`src/design/mf2d_pkg.sv`:
```
// Shared types and constants for the 2-D median filter.
// Holds pixel and register widths, register indexes and the queue status type.
// No dependencies.
package mf2d_pkg;

	localparam int PIX_W      = 8;
	localparam int CFG_WIDTH_W  = 11;
	localparam int CFG_HEIGHT_W = 13;
	localparam int CFG_RADIUS_W = 2;
	localparam int OUT_ROW_W  = 12;
	localparam int MAX_HEIGHT = 4096;
	localparam int APB_DATA_W = 32;
	localparam int APB_ADDR_W = 4;

	// Register indexes (byte address divided by four).
	localparam logic [1:0] REG_WIDTH  = 2'd0;
	localparam logic [1:0] REG_HEIGHT = 2'd1;
	localparam logic [1:0] REG_RADIUS = 2'd2;

	// Input item kinds.
	localparam logic KIND_PIXEL = 1'b0;
	localparam logic KIND_DRAIN = 1'b1;

	// Status of a small queue.
	typedef struct packed {
		logic full;
		logic empty;
	} q_status_t;

	// Configuration as seen by the front end.
	typedef struct packed {
		logic [CFG_WIDTH_W-1:0]  width;
		logic [CFG_HEIGHT_W-1:0] height;
		logic [CFG_RADIUS_W-1:0] radius;
		logic                    restart;
	} cfg_t;

endpackage

```
`src/design/mf2d_fifo.sv`:
```
// Small first-in first-out queue built from flip-flops.
// Used between the front end and the selector, and on the result side.
// Depends on mf2d_pkg for the status type.
module mf2d_fifo import mf2d_pkg::*; #(
	parameter int W     = 8,
	parameter int DEPTH = 2
) (
	input  logic         clk,
	input  logic         arst_n,
	input  logic         push,
	input  logic         pop,
	input  logic [W-1:0] din,
	output logic [W-1:0] dout,
	output q_status_t    status
);

	localparam int PTR_W = (DEPTH > 1) ? $clog2(DEPTH) : 1;
	localparam int CNT_W = $clog2(DEPTH + 1);

	logic [W-1:0]     store_q [DEPTH];
	logic [PTR_W-1:0] wr_ptr_q, rd_ptr_q;
	logic [CNT_W-1:0] count_q;
	logic             do_push, do_pop;

	assign status.full  = (count_q == CNT_W'(DEPTH));
	assign status.empty = (count_q == '0);
	assign do_push = push && !status.full;
	assign do_pop  = pop && !status.empty;
	assign dout    = store_q[rd_ptr_q];

	// Entry storage.
	always_ff @(posedge clk) begin
		if (do_push) begin
			store_q[wr_ptr_q] <= din;
		end
	end

	// Pointers and fill count.
	always_ff @(posedge clk or negedge arst_n) begin
		if (!arst_n) begin
			wr_ptr_q <= '0;
			rd_ptr_q <= '0;
			count_q  <= '0;
		end else begin
			if (do_push) begin
				wr_ptr_q <= (32'(wr_ptr_q) == DEPTH - 1) ? '0 : wr_ptr_q + PTR_W'(1);
			end
			if (do_pop) begin
				rd_ptr_q <= (32'(rd_ptr_q) == DEPTH - 1) ? '0 : rd_ptr_q + PTR_W'(1);
			end
			if (do_push && !do_pop) begin
				count_q <= count_q + CNT_W'(1);
			end else if (do_pop && !do_push) begin
				count_q <= count_q - CNT_W'(1);
			end
		end
	end

endmodule

```
`config.mk`:
```
export PLATFORM = sky130hd
export DESIGN_NAME = mf2d_fifo
export DESIGN_NICKNAME = d
export VERILOG_FILES = /design/src/design/mf2d_pkg.sv /design/src/design/mf2d_fifo.sv
export SDC_FILE = /design/constraint.sdc
export NUM_CORES = 1
export LEC_CHECK = 0
export ABC_CLOCK_PERIOD_IN_PS = 3400
export CAP_MARGIN = 20
export CORE_MARGIN = 4
export CORE_UTILIZATION = 50
export CTS_BUF_LIST = sky130_fd_sc_hd__clkbuf_8
export CTS_CLUSTER_DIAMETER = 200
export DETAILED_ROUTE_END_ITERATION = 16
export DONT_BUFFER_PORTS = 1
export PLACE_DENSITY = 0.62
export SLEW_MARGIN = 20
export SYNTH_ARGS = -nofsm -noshare
export SYNTH_HDL_FRONTEND = slang
export SYNTH_SLANG_ARGS = --single-unit
```
`constraint.sdc`:
```
create_clock -name clk -period 3.4 [get_ports clk]
set_input_delay 0.34 -clock clk [delete_from_list [all_inputs] [get_ports clk]]
set_output_delay 0.34 -clock clk [all_outputs]
set_load 0.02 [all_outputs]
```
==> flow_summary.yaml <==
synthesis:
  ys_top_cells_by_area: "edfxtp_1 61%, dfrtp_1 13%, mux2_1 8.6%"
  syn_area_per_cell_sq_um: 17.8
  synth_area_sq_um: 782
  syn_nets: 57
  synth_warnings: 0
  ys_seq_area_frac: 0.742
  synth_top_area_frac: 0.614
  ys_seq_elements: 20
  syn_inst: 44
  yosys.area.top_type: "edfxtp_1"
  synth_cell_types: 15
floorplan:
  rows: 14
  die_y_um: 47.5
  initial_core_util: 0.525
  die-area_sq_mm: 0.00226
  die_w_um: 47.5
  core-area_sq_mm: 0.00149
  io-pin-count: 22
critical_path:
  r2r_end: "store_q[0][3]"
  worstPathArrival_ns: 1.53
  cp_max_fo: 8
  worst_ep_required_time_ns: 3.29
  crit_type: "register to register"
  timing.rr.start: "count_q[0]"
  rrSetupSlack_ns: 1.75
  ff2ff_path_depth: 3
  cp-start-kind: "register"
  endpoint_kind: "register"
power_and_ir_drop:
  p_sw_uw: 278
  pwr-share-seq: 0.506
  pwr-share-comb: 0.306
  clockPowerShare: 0.188
  powerDensity_mw_per_mm2: 928
  ir_drop_mv: 0.390
  switching_share: 0.352
  leakage_uw: 0.000317
  intPower_uw: 512
layout:
  nets: 62
  final_util: 0.572
  syn2layout_area_growth_pct: 8.96
  diodes: 0
  drive_gt1_frac: 0.146
status:
  status: "completed"
cts:
  clock_path_buffers: 2
  cts_buffers: 3
  clkTransAtPathRegs_ns: 0.07
  clock_sinks: 20
  clock-root-buffer: "clkbuf_8"
  cts_tree: "done"
  clkLatencyLatePin_ns: 0.25
  postCtsSetupRepairBufs: 0
  htreeDepth: 1
worst_hold_path:
  worstHoldStart: "din[0]"
  holdPathStages: 0
  hold_path_end: "store_q[1][0]"
  min_path_type: "input pin to register"
grt:
  grt_overflow: 0
  grt_pass1_wl_um: 1740
  grt_use_total: 0.124
  grt_max_degree: 12
  antenna_found_initial: 0
  grt_pass1_vias: 389
sta:
  setup_tns_ns: 0
  tightest_slew_ns: 0.664
  period_share: 0.484
  fin_worst_skew_ns: 0.00271
  maxSlewHeadroom: 0.556
  hold_viol: 0
  setup_ws_ns: 1.75
  maxSlewViolCount: 0
  setup_viol: 0
  period_minus_slack_ns: 1.65
  max_freq_mhz: 607
  rsz0062_at_grt: "false"
detailed_routing:
  wl_per_cell_um: 18.6
  postRouteAntennaNets: 0
  drtIter0Drc: 4
  drc: 0
  dr_total_vias: 343
  firstDrtPassIters: 2
  vias_per_cell: 5.36
  finalWirelength_um: 1190
flow_run:
  cap_violations: 0
placed_design:
  preCtsSetupSlack_ns: 1.73
  portBuffers: 0
  place_congestion: 0.703
  post-dp-hpwl_um: 864
## cell families (layout without fill, tap and decap cells)
kind of cell / after synthesis / count (layout) / share of synthesized area
flip-flops: 20 / 20 / 0.742
buffers and inverters: 3 / 7 / 0.0160
XOR/XNOR: 5 / 5 / 0.0656
AO/OA/AOI/OAI: 1 / 1 / 0.00639
adder cells (fa/ha/maj): 1 / 1 / 0.0160
multiplexers: 8 / 8 / 0.115
AND/OR/NAND/NOR: 6 / 6 / 0.0384
## sequential cells by signal, indices dropped and copies added, names as in the netlist
name	flops
store_q	16
rd_ptr_q	1
count_q	2
wr_ptr_q	1
## worst max-delay path: stages, from the launching register on
cell      delay [ns]
dfrtp_1         0.44
nand2b_1        0.21
nand2_2         0.11
nor2_1          0.52
## what timing repair did
action,4_1_cts,5_1_grt
gates resized for setup,0,0
hold endpoints to repair,4,0
hold buffers,1,0
## layout make-up
| type | instances | area (sq um) |
|---|---|---|
| clock inverter | 1 | 3.75 |
| multi-input combinational | 21 | 189 |
| tap | 16 | 20.0 |
| inverter | 2 | 7.51 |
| sequential | 20 | 581 |
| clock buffer | 3 | 41.3 |
| timing repair buffer | 1 | 10.0 |
| fill | 110 | 637 |
## power groups by stage
| stage | logic, uW | registers [uW] | clock network, uW |
|---|---|---|---|
| after floorplan | 236 | 373 | 0 |
| after global placement | 236 | 397 | 0 |
| after detailed placement | 241 | 406 | 0 |
| after CTS | 247 | 401 | 155 |
| after global routing | 267 | 408 | 164 |
| final | 242 | 400 | 149 |
## synth_stat cells
| master | instances |
|---|---|
| edfxtp_1 | 16 |
| mux2_2 | 2 |
| xor2_1 | 2 |
| mux2_1 | 6 |
| nand2b_1 | 1 |
| nor2_1 | 3 |
| nand2_2 | 1 |
| inv_1 | 2 |
| dfrtp_1 | 4 |
| o21ai_1 | 1 |
| ha_1 | 1 |
| buf_2 | 1 |
| xnor2_2 | 1 |
| xnor2_1 | 2 |
| and3_1 | 1 |
## routing by layer
metal / vias up / wire [um] / part of all wire / GRT usage
li1: 164 / - / - / -
met1: 160 / 368 / 0.31 / 0.118
met2: 15 / 620 / 0.52 / 0.187
met3: 4 / 148 / 0.12 / 0.0789
met4: 0 / 50 / 0.042 / 0.102
met5: - / 0 / 0 / 0
## cell usage in the layout (no fill, tap or decap)
master	n
edfxtp_1	16
mux2_1	6
dfrtp_1	4
nor2_1	3
clkbuf_8	3
mux2_2	2
inv_1	2
xnor2_1	2
xor2_1	2
nand2b_1	1
nand2_2	1
o21ai_1	1
and3_1	1
xnor2_2	1
ha_1	1
clkinv_1	1
dlygate4sd3_1	1
## worst max-delay path by stage
stage                     startpoint             to  slack [ns]  cells after the start
final                     count_q[0]  store_q[0][3]        1.75                      3
after global routing      count_q[0]  store_q[0][2]        1.61                      3
after CTS                 count_q[0]  store_q[0][6]        1.72                      3
after detailed placement  count_q[0]  store_q[0][6]        1.73                      3
after global placement    count_q[0]  store_q[0][6]        1.85                      3
after floorplan           count_q[0]  store_q[0][0]        2.01                      3
## per-stage QoR
stage | hold WS, ns | power (uW) | instance area [sq um] | std cells
after floorplan | 0.0444 | 609 | 782 | 44
after global placement | 0.0445 | 632 | 797 | 59
after detailed placement | 0.0445 | 647 | 797 | 59
after CTS | 0.172 | 803 | 852 | 64
after global routing | 0.162 | 839 | 852 | 64
final | 0.179 | 790 | 852 | 64
Note: power is estimated with default switching activity, not from simulation.
