===== src/design/mf2d_pkg.sv =====
// Shared types and constants for the 2-D median filter.
// Holds pixel and register widths, register indexes and the queue status type.
// No dependencies.
package mf2d_pkg;

	localparam int PIX_W      = 8;
	localparam int CFG_WIDTH_W  = 11;
	localparam int CFG_HEIGHT_W = 13;
	localparam int CFG_RADIUS_W = 2;
	localparam int OUT_ROW_W  = 12;
	localparam int MAX_HEIGHT = 4096;
	localparam int APB_DATA_W = 32;
	localparam int APB_ADDR_W = 4;

	// Register indexes (byte address divided by four).
	localparam logic [1:0] REG_WIDTH  = 2'd0;
	localparam logic [1:0] REG_HEIGHT = 2'd1;
	localparam logic [1:0] REG_RADIUS = 2'd2;

	// Input item kinds.
	localparam logic KIND_PIXEL = 1'b0;
	localparam logic KIND_DRAIN = 1'b1;

	// Status of a small queue.
	typedef struct packed {
		logic full;
		logic empty;
	} q_status_t;

	// Configuration as seen by the front end.
	typedef struct packed {
		logic [CFG_WIDTH_W-1:0]  width;
		logic [CFG_HEIGHT_W-1:0] height;
		logic [CFG_RADIUS_W-1:0] radius;
		logic                    restart;
	} cfg_t;

endpackage


===== src/design/mf2d_sel.sv =====
// Back end of the median filter: radix selection of the median, one bit per stage.
// Each stage counts active values with a zero in the current bit and narrows the set.
// Depends on mf2d_pkg.
module mf2d_sel import mf2d_pkg::*; #(
	parameter int MAX_RADIUS = 3,
	localparam int SIDE  = 2 * MAX_RADIUS + 1,
	localparam int N     = SIDE * SIDE,
	localparam int K_W   = $clog2(N),
	localparam int ENT_W = N * PIX_W + N + K_W + 1
) (
	input  logic             clk,
	input  logic             arst_n,
	input  q_status_t        q_st,
	output logic             q_pop,
	input  logic [ENT_W-1:0] q_data,
	input  q_status_t        oq_st,
	output logic             oq_push,
	output logic [PIX_W-1:0] median,
	output logic             frame_end
);

	localparam int CNT_W = $clog2(N + 1);

	// Index 0 is the queue head; index i is the register of stage i.
	logic               v_s    [PIX_W+1];
	logic [N*PIX_W-1:0] vals_s [PIX_W+1];
	logic [N-1:0]       act_s  [PIX_W+1];
	logic [K_W-1:0]     k_s    [PIX_W+1];
	logic [PIX_W-1:0]   res_s  [PIX_W+1];
	logic               fe_s   [PIX_W+1];
	logic               en;

	// The whole pipeline holds while the last stage cannot leave.
	assign en      = !(v_s[PIX_W] && oq_st.full);
	assign q_pop   = en && !q_st.empty;
	assign oq_push = v_s[PIX_W] && en;

	assign v_s[0] = !q_st.empty;
	assign {vals_s[0], act_s[0], k_s[0], fe_s[0]} = q_data;
	assign res_s[0] = '0;

	for (genvar i = 0; i < PIX_W; i++) begin : g_stage
		localparam int B = PIX_W - 1 - i;
		logic [N-1:0]     zeros, ones;
		logic [CNT_W-1:0] cnt;
		logic [N-1:0]     act_n;
		logic [K_W-1:0]   k_n;
		logic [PIX_W-1:0] res_n;

		// Count active values with a zero in bit B and keep the side holding the rank.
		always_comb begin
			cnt = '0;
			for (int e = 0; e < N; e++) begin
				zeros[e] = act_s[i][e] && !vals_s[i][e*PIX_W + B];
				ones[e]  = act_s[i][e] && vals_s[i][e*PIX_W + B];
				cnt = cnt + CNT_W'(zeros[e]);
			end
			res_n = res_s[i];
			if (CNT_W'(k_s[i]) < cnt) begin
				act_n    = zeros;
				k_n      = k_s[i];
				res_n[B] = 1'b0;
			end else begin
				act_n    = ones;
				k_n      = K_W'(CNT_W'(k_s[i]) - cnt);
				res_n[B] = 1'b1;
			end
		end

		always_ff @(posedge clk or negedge arst_n) begin
			if (!arst_n) begin
				v_s[i+1] <= 1'b0;
			end else if (en) begin
				v_s[i+1] <= v_s[i];
			end
		end

		always_ff @(posedge clk) begin
			if (en) begin
				vals_s[i+1] <= vals_s[i];
				act_s[i+1]  <= act_n;
				k_s[i+1]    <= k_n;
				res_s[i+1]  <= res_n;
				fe_s[i+1]   <= fe_s[i];
			end
		end
	end

	assign median    = res_s[PIX_W];
	assign frame_end = fe_s[PIX_W];

endmodule

===== config.mk =====
export PLATFORM = sky130hd
export DESIGN_NAME = mf2d_sel
export DESIGN_NICKNAME = d
export VERILOG_FILES = /design/src/design/mf2d_pkg.sv /design/src/design/mf2d_sel.sv
export SDC_FILE = /design/constraint.sdc
export NUM_CORES = 2
export LEC_CHECK = 0
export BUFFER_PORTS_ARGS = -buffer_cell sky130_fd_sc_hd__buf_2
export CAP_MARGIN = 5
export CORE_UTILIZATION = 60
export CTS_BUF_LIST = sky130_fd_sc_hd__clkbuf_2
export DETAILED_ROUTE_END_ITERATION = 12
export PLACE_DENSITY = 0.86
export SLEW_MARGIN = 20
export SYNTH_ARGS = -nofsm -noshare
export SYNTH_HDL_FRONTEND = slang
export SYNTH_SLANG_ARGS = --single-unit

===== constraint.sdc =====
create_clock -name clk -period 54.3 [get_ports clk]
set_input_delay 2.715 -clock clk [delete_from_list [all_inputs] [get_ports clk]]
set_output_delay 2.715 -clock clk [all_outputs]
set_load 0.03 [all_outputs]

==> impl_results.md <==
- Synth warnings: 0
- Synth area leader: edfxtp_1
- Cell family with most CP delay: adder cells
- Share of the synthesized area in the top cell type: 74.4%
- I/O Pins: 465
- Site Rows: 127
- Routed len/inst: 20.7 µm
- CTS Buffer Depth: 4
- Max_cap viols: 0
- CP max FO: 56
- Synth unique cells: 43
- Drt first-iter violations: 3,070
- Clock Skew: 0.179 ns
- Syn Std Cell Area: 0.0727 mm²
- Worst hold stages: 0
- Met2 usage: 41.7%
- Mapped Cells: 4,138
- Routed Antenna Nets: 0
- First-pass GRT wire length: 213,000 µm
- Initial core utilization: 60.6%
- # resized after CTS: 0
- Routed vias: 36,676
- Worst path max stage delay: 0.57 ns
- Area Overhead vs Synth: 10.9%
- Final #Nets: 5,890
- Net count after synthesis: 5,038
- Req. time, crit path: 55.69 ns
- Die area: 0.123 mm²
- Vias in the first global route: 38,043
- Reg clk slew, reported paths: 0.12 ns
- Initial antenna violation count: 32
- Post-synth top flop: edfxtp_1
- Critical path class: in -> reg
- CTS Hold Buffers Added: 0
- H-tree depth: 5
- Cell mode on critical path: fa_1
- Final cycle utilization of the critical path: 16.7%
- RSZ-0062 raised after global routing: no
- Avg Inst Size Synth: 17.6 µm²
- GRT met1 Usage: 28.0%
- Tot GR Track Use: 23.7%
- Slowest CP cell: fa_1
- Worst-path cell chain: buf_2 -> nor2b_1 -> fa_1 -> fa_1 -> inv_1 -> fa_1 -> fa_1 -> fa_1 -> fa_1 -> inv_1 -> fa_1 -> fa_1 -> inv_1 -> fa_1 -> fa_1 -> a211o_1 -> o211a_1 -> o22ai_4 -> buf_4 -> clkinv_1 -> buf_4 -> nand3_1 -> o21ai_0
- Setup TNS: 0 ns
- Insertion delay to the later sink of the worst-skew pair: 1.75 ns
- Cells on worst reg2reg path: 21
- Gr ovfl total: 0
- Post-Layout Inst Area: 0.0807 mm²
- Fmax: 0.110 GHz
- Top cells by area, synth: edfxtp_1 (74%), fa_1 (9.0%), ha_1 (2.0%)
- Final Setup Violations: 0
- Crit path depth: 23
- CTS tree: done
- Final Core Density: 67.2%
- Total CTS buffers: 433
- Largest net degree at the start of global routing: 188
- DR vias/cell: 5.29
- Endpoints failing hold: 0
- CP Buf/Inv Count: 7
- Max-slew violation count: 0
- Outcome: complete, no violations
- Async S/R FF share, synth: 0.442%
- Relative slew slack: 24.0%
- Arr. time, crit path: 10.47 ns
- Post-CTS Setup Repair Bufs: 0
- Setup crit end kind: flip-flop
- Min-Delay Path Class: reg -> reg
- IO buf count: 462
- Clock sink total: 1,809
- Core area: 0.120 mm²
- Die width: 350 µm
- Post-synth EDFFs: 1,801
- 1st-pass router iterations: 8
- Post-DP Area: 0.0769 mm²
- Root Driver: clkbuf_2
- Die Span Y: 350 µm
- Synth Register Bits: 1,809
- Most used routing layer in global routing: met2
- Detailed Place HPWL: 103,000 µm
- DRC viols: 0
- FILL cells: 7,782
- Min Tclk post-route: 9.08 ns
- Hold WS: 0.278 ns
- Met3 Usage GRT: 5.75%
- Worst setup SP type: input port
- Slew @ Worst Pin: 1.14 ns
- RePlAce Congestion: 0.876
- Layout cells sized above 1: 22.2%
- Final WL: 143,000 µm
- Post-synthesis sequential area ratio: 74.6%
-- cell usage after synthesis, types with 12 or more instances --
cell type / count
edfxtp_1: 1801
inv_1: 349
fa_1: 327
nor2b_1: 203
nand2b_1: 194
o21ai_0: 173
a21o_1: 166
nand2_1: 138
nand3_1: 121
ha_1: 119
and3_1: 100
nor2_1: 95
o21ai_1: 56
nand3b_1: 54
clkbuf_1: 35
a21oi_1: 30
buf_2: 30
xor2_1: 24
mux2_2: 14
buf_6: 12
xnor2_1: 12
-- flip-flops by register name (all words and copies together), names as in the netlist --
signal / flops
vals_s: 1372
act_s: 343
k_s: 42
g_stage.res_n: 28
median: 8
v_s: 8
fe_s: 7
frame_end: 1
-- logic make-up after synthesis --
logic type | Yosys count | synth area share [%]
AOI/OAI and AO/OA | 484 | 4.25
xor gates and xnor gates | 36 | 0.434
adders and majority gates | 446 | 11.0
buffers and inverters | 431 | 2.40
DFF | 1809 | 74.6
muxes | 18 | 0.272
and+or+nand+nor | 914 | 6.95
-- metrics by stage --
step,instances,setup slack [ns]
2_1_floorplan,4138,8.73
6_report,6928,45.22
3_3_place_gp,6165,43.55
4_1_cts,6912,45.38
3_5_place_dp,6165,43.44
5_1_grt,6924,45.03
-- layer usage --
| layer | vias to the layer above | wire (µm) |
|---|---|---|
| met4 | 32 | 4540 |
| li1 | 16990 | - |
| met3 | 319 | 10500 |
| met5 | - | 211 |
| met2 | 1448 | 75300 |
| met1 | 17887 | 52600 |
-- cells in the final DEF, fill, tap and decap left out, types with 7 or more instances in the layout --
master / n
xnor2_1: 12
diode_2: 14
mux2_2: 14
clkbuf_2: 611
a21oi_1: 28
and3_1: 100
a211oi_1: 7
clkinv_1: 102
buf_2: 462
buf_4: 28
nor2b_1: 203
a21o_1: 166
fa_1: 327
dfrtp_1: 8
nand2_1: 137
inv_1: 349
o31ai_1: 9
edfxtp_1: 1801
inv_2: 8
xor2_1: 24
clkinv_2: 27
nand3b_1: 54
o21ai_0: 173
nand2b_1: 194
ha_1: 119
nand3_1: 121
nor2_1: 95
o21ai_1: 56
-- final cells by class --
type | instances | area (µm²) | area share [%]
Antenna cell | 14 | 35.0 | 0.0434
Clock buffer | 611 | 3060 | 3.79
Clock inverter | 136 | 604 | 0.749
Inverter | 354 | 1330 | 1.65
Multi-Input combinational cell | 1898 | 16700 | 20.7
Sequential cell | 1809 | 54300 | 67.3
Tap cell | 1612 | 2020 | 2.50
Timing Repair Buffer | 494 | 2610 | 3.23
-- worst paths after layout --
check                           slack, ns         start           end
worst max-delay path                45.22   q_data[151]    act_s[391]
worst min-delay path                 0.28  vals_s[2875]  vals_s[2483]
worst max register to register      45.64  vals_s[2180]    act_s[219]
worst min register to register       0.28  vals_s[2875]  vals_s[2483]
max in group asynchronous           53.33        arst_n        v_s[3]
min in group asynchronous            0.80        arst_n        v_s[0]
Power is left out: the tool's default activity adds up to more than one toggle a clock period on the data nets, which glitch-free logic cannot reach.
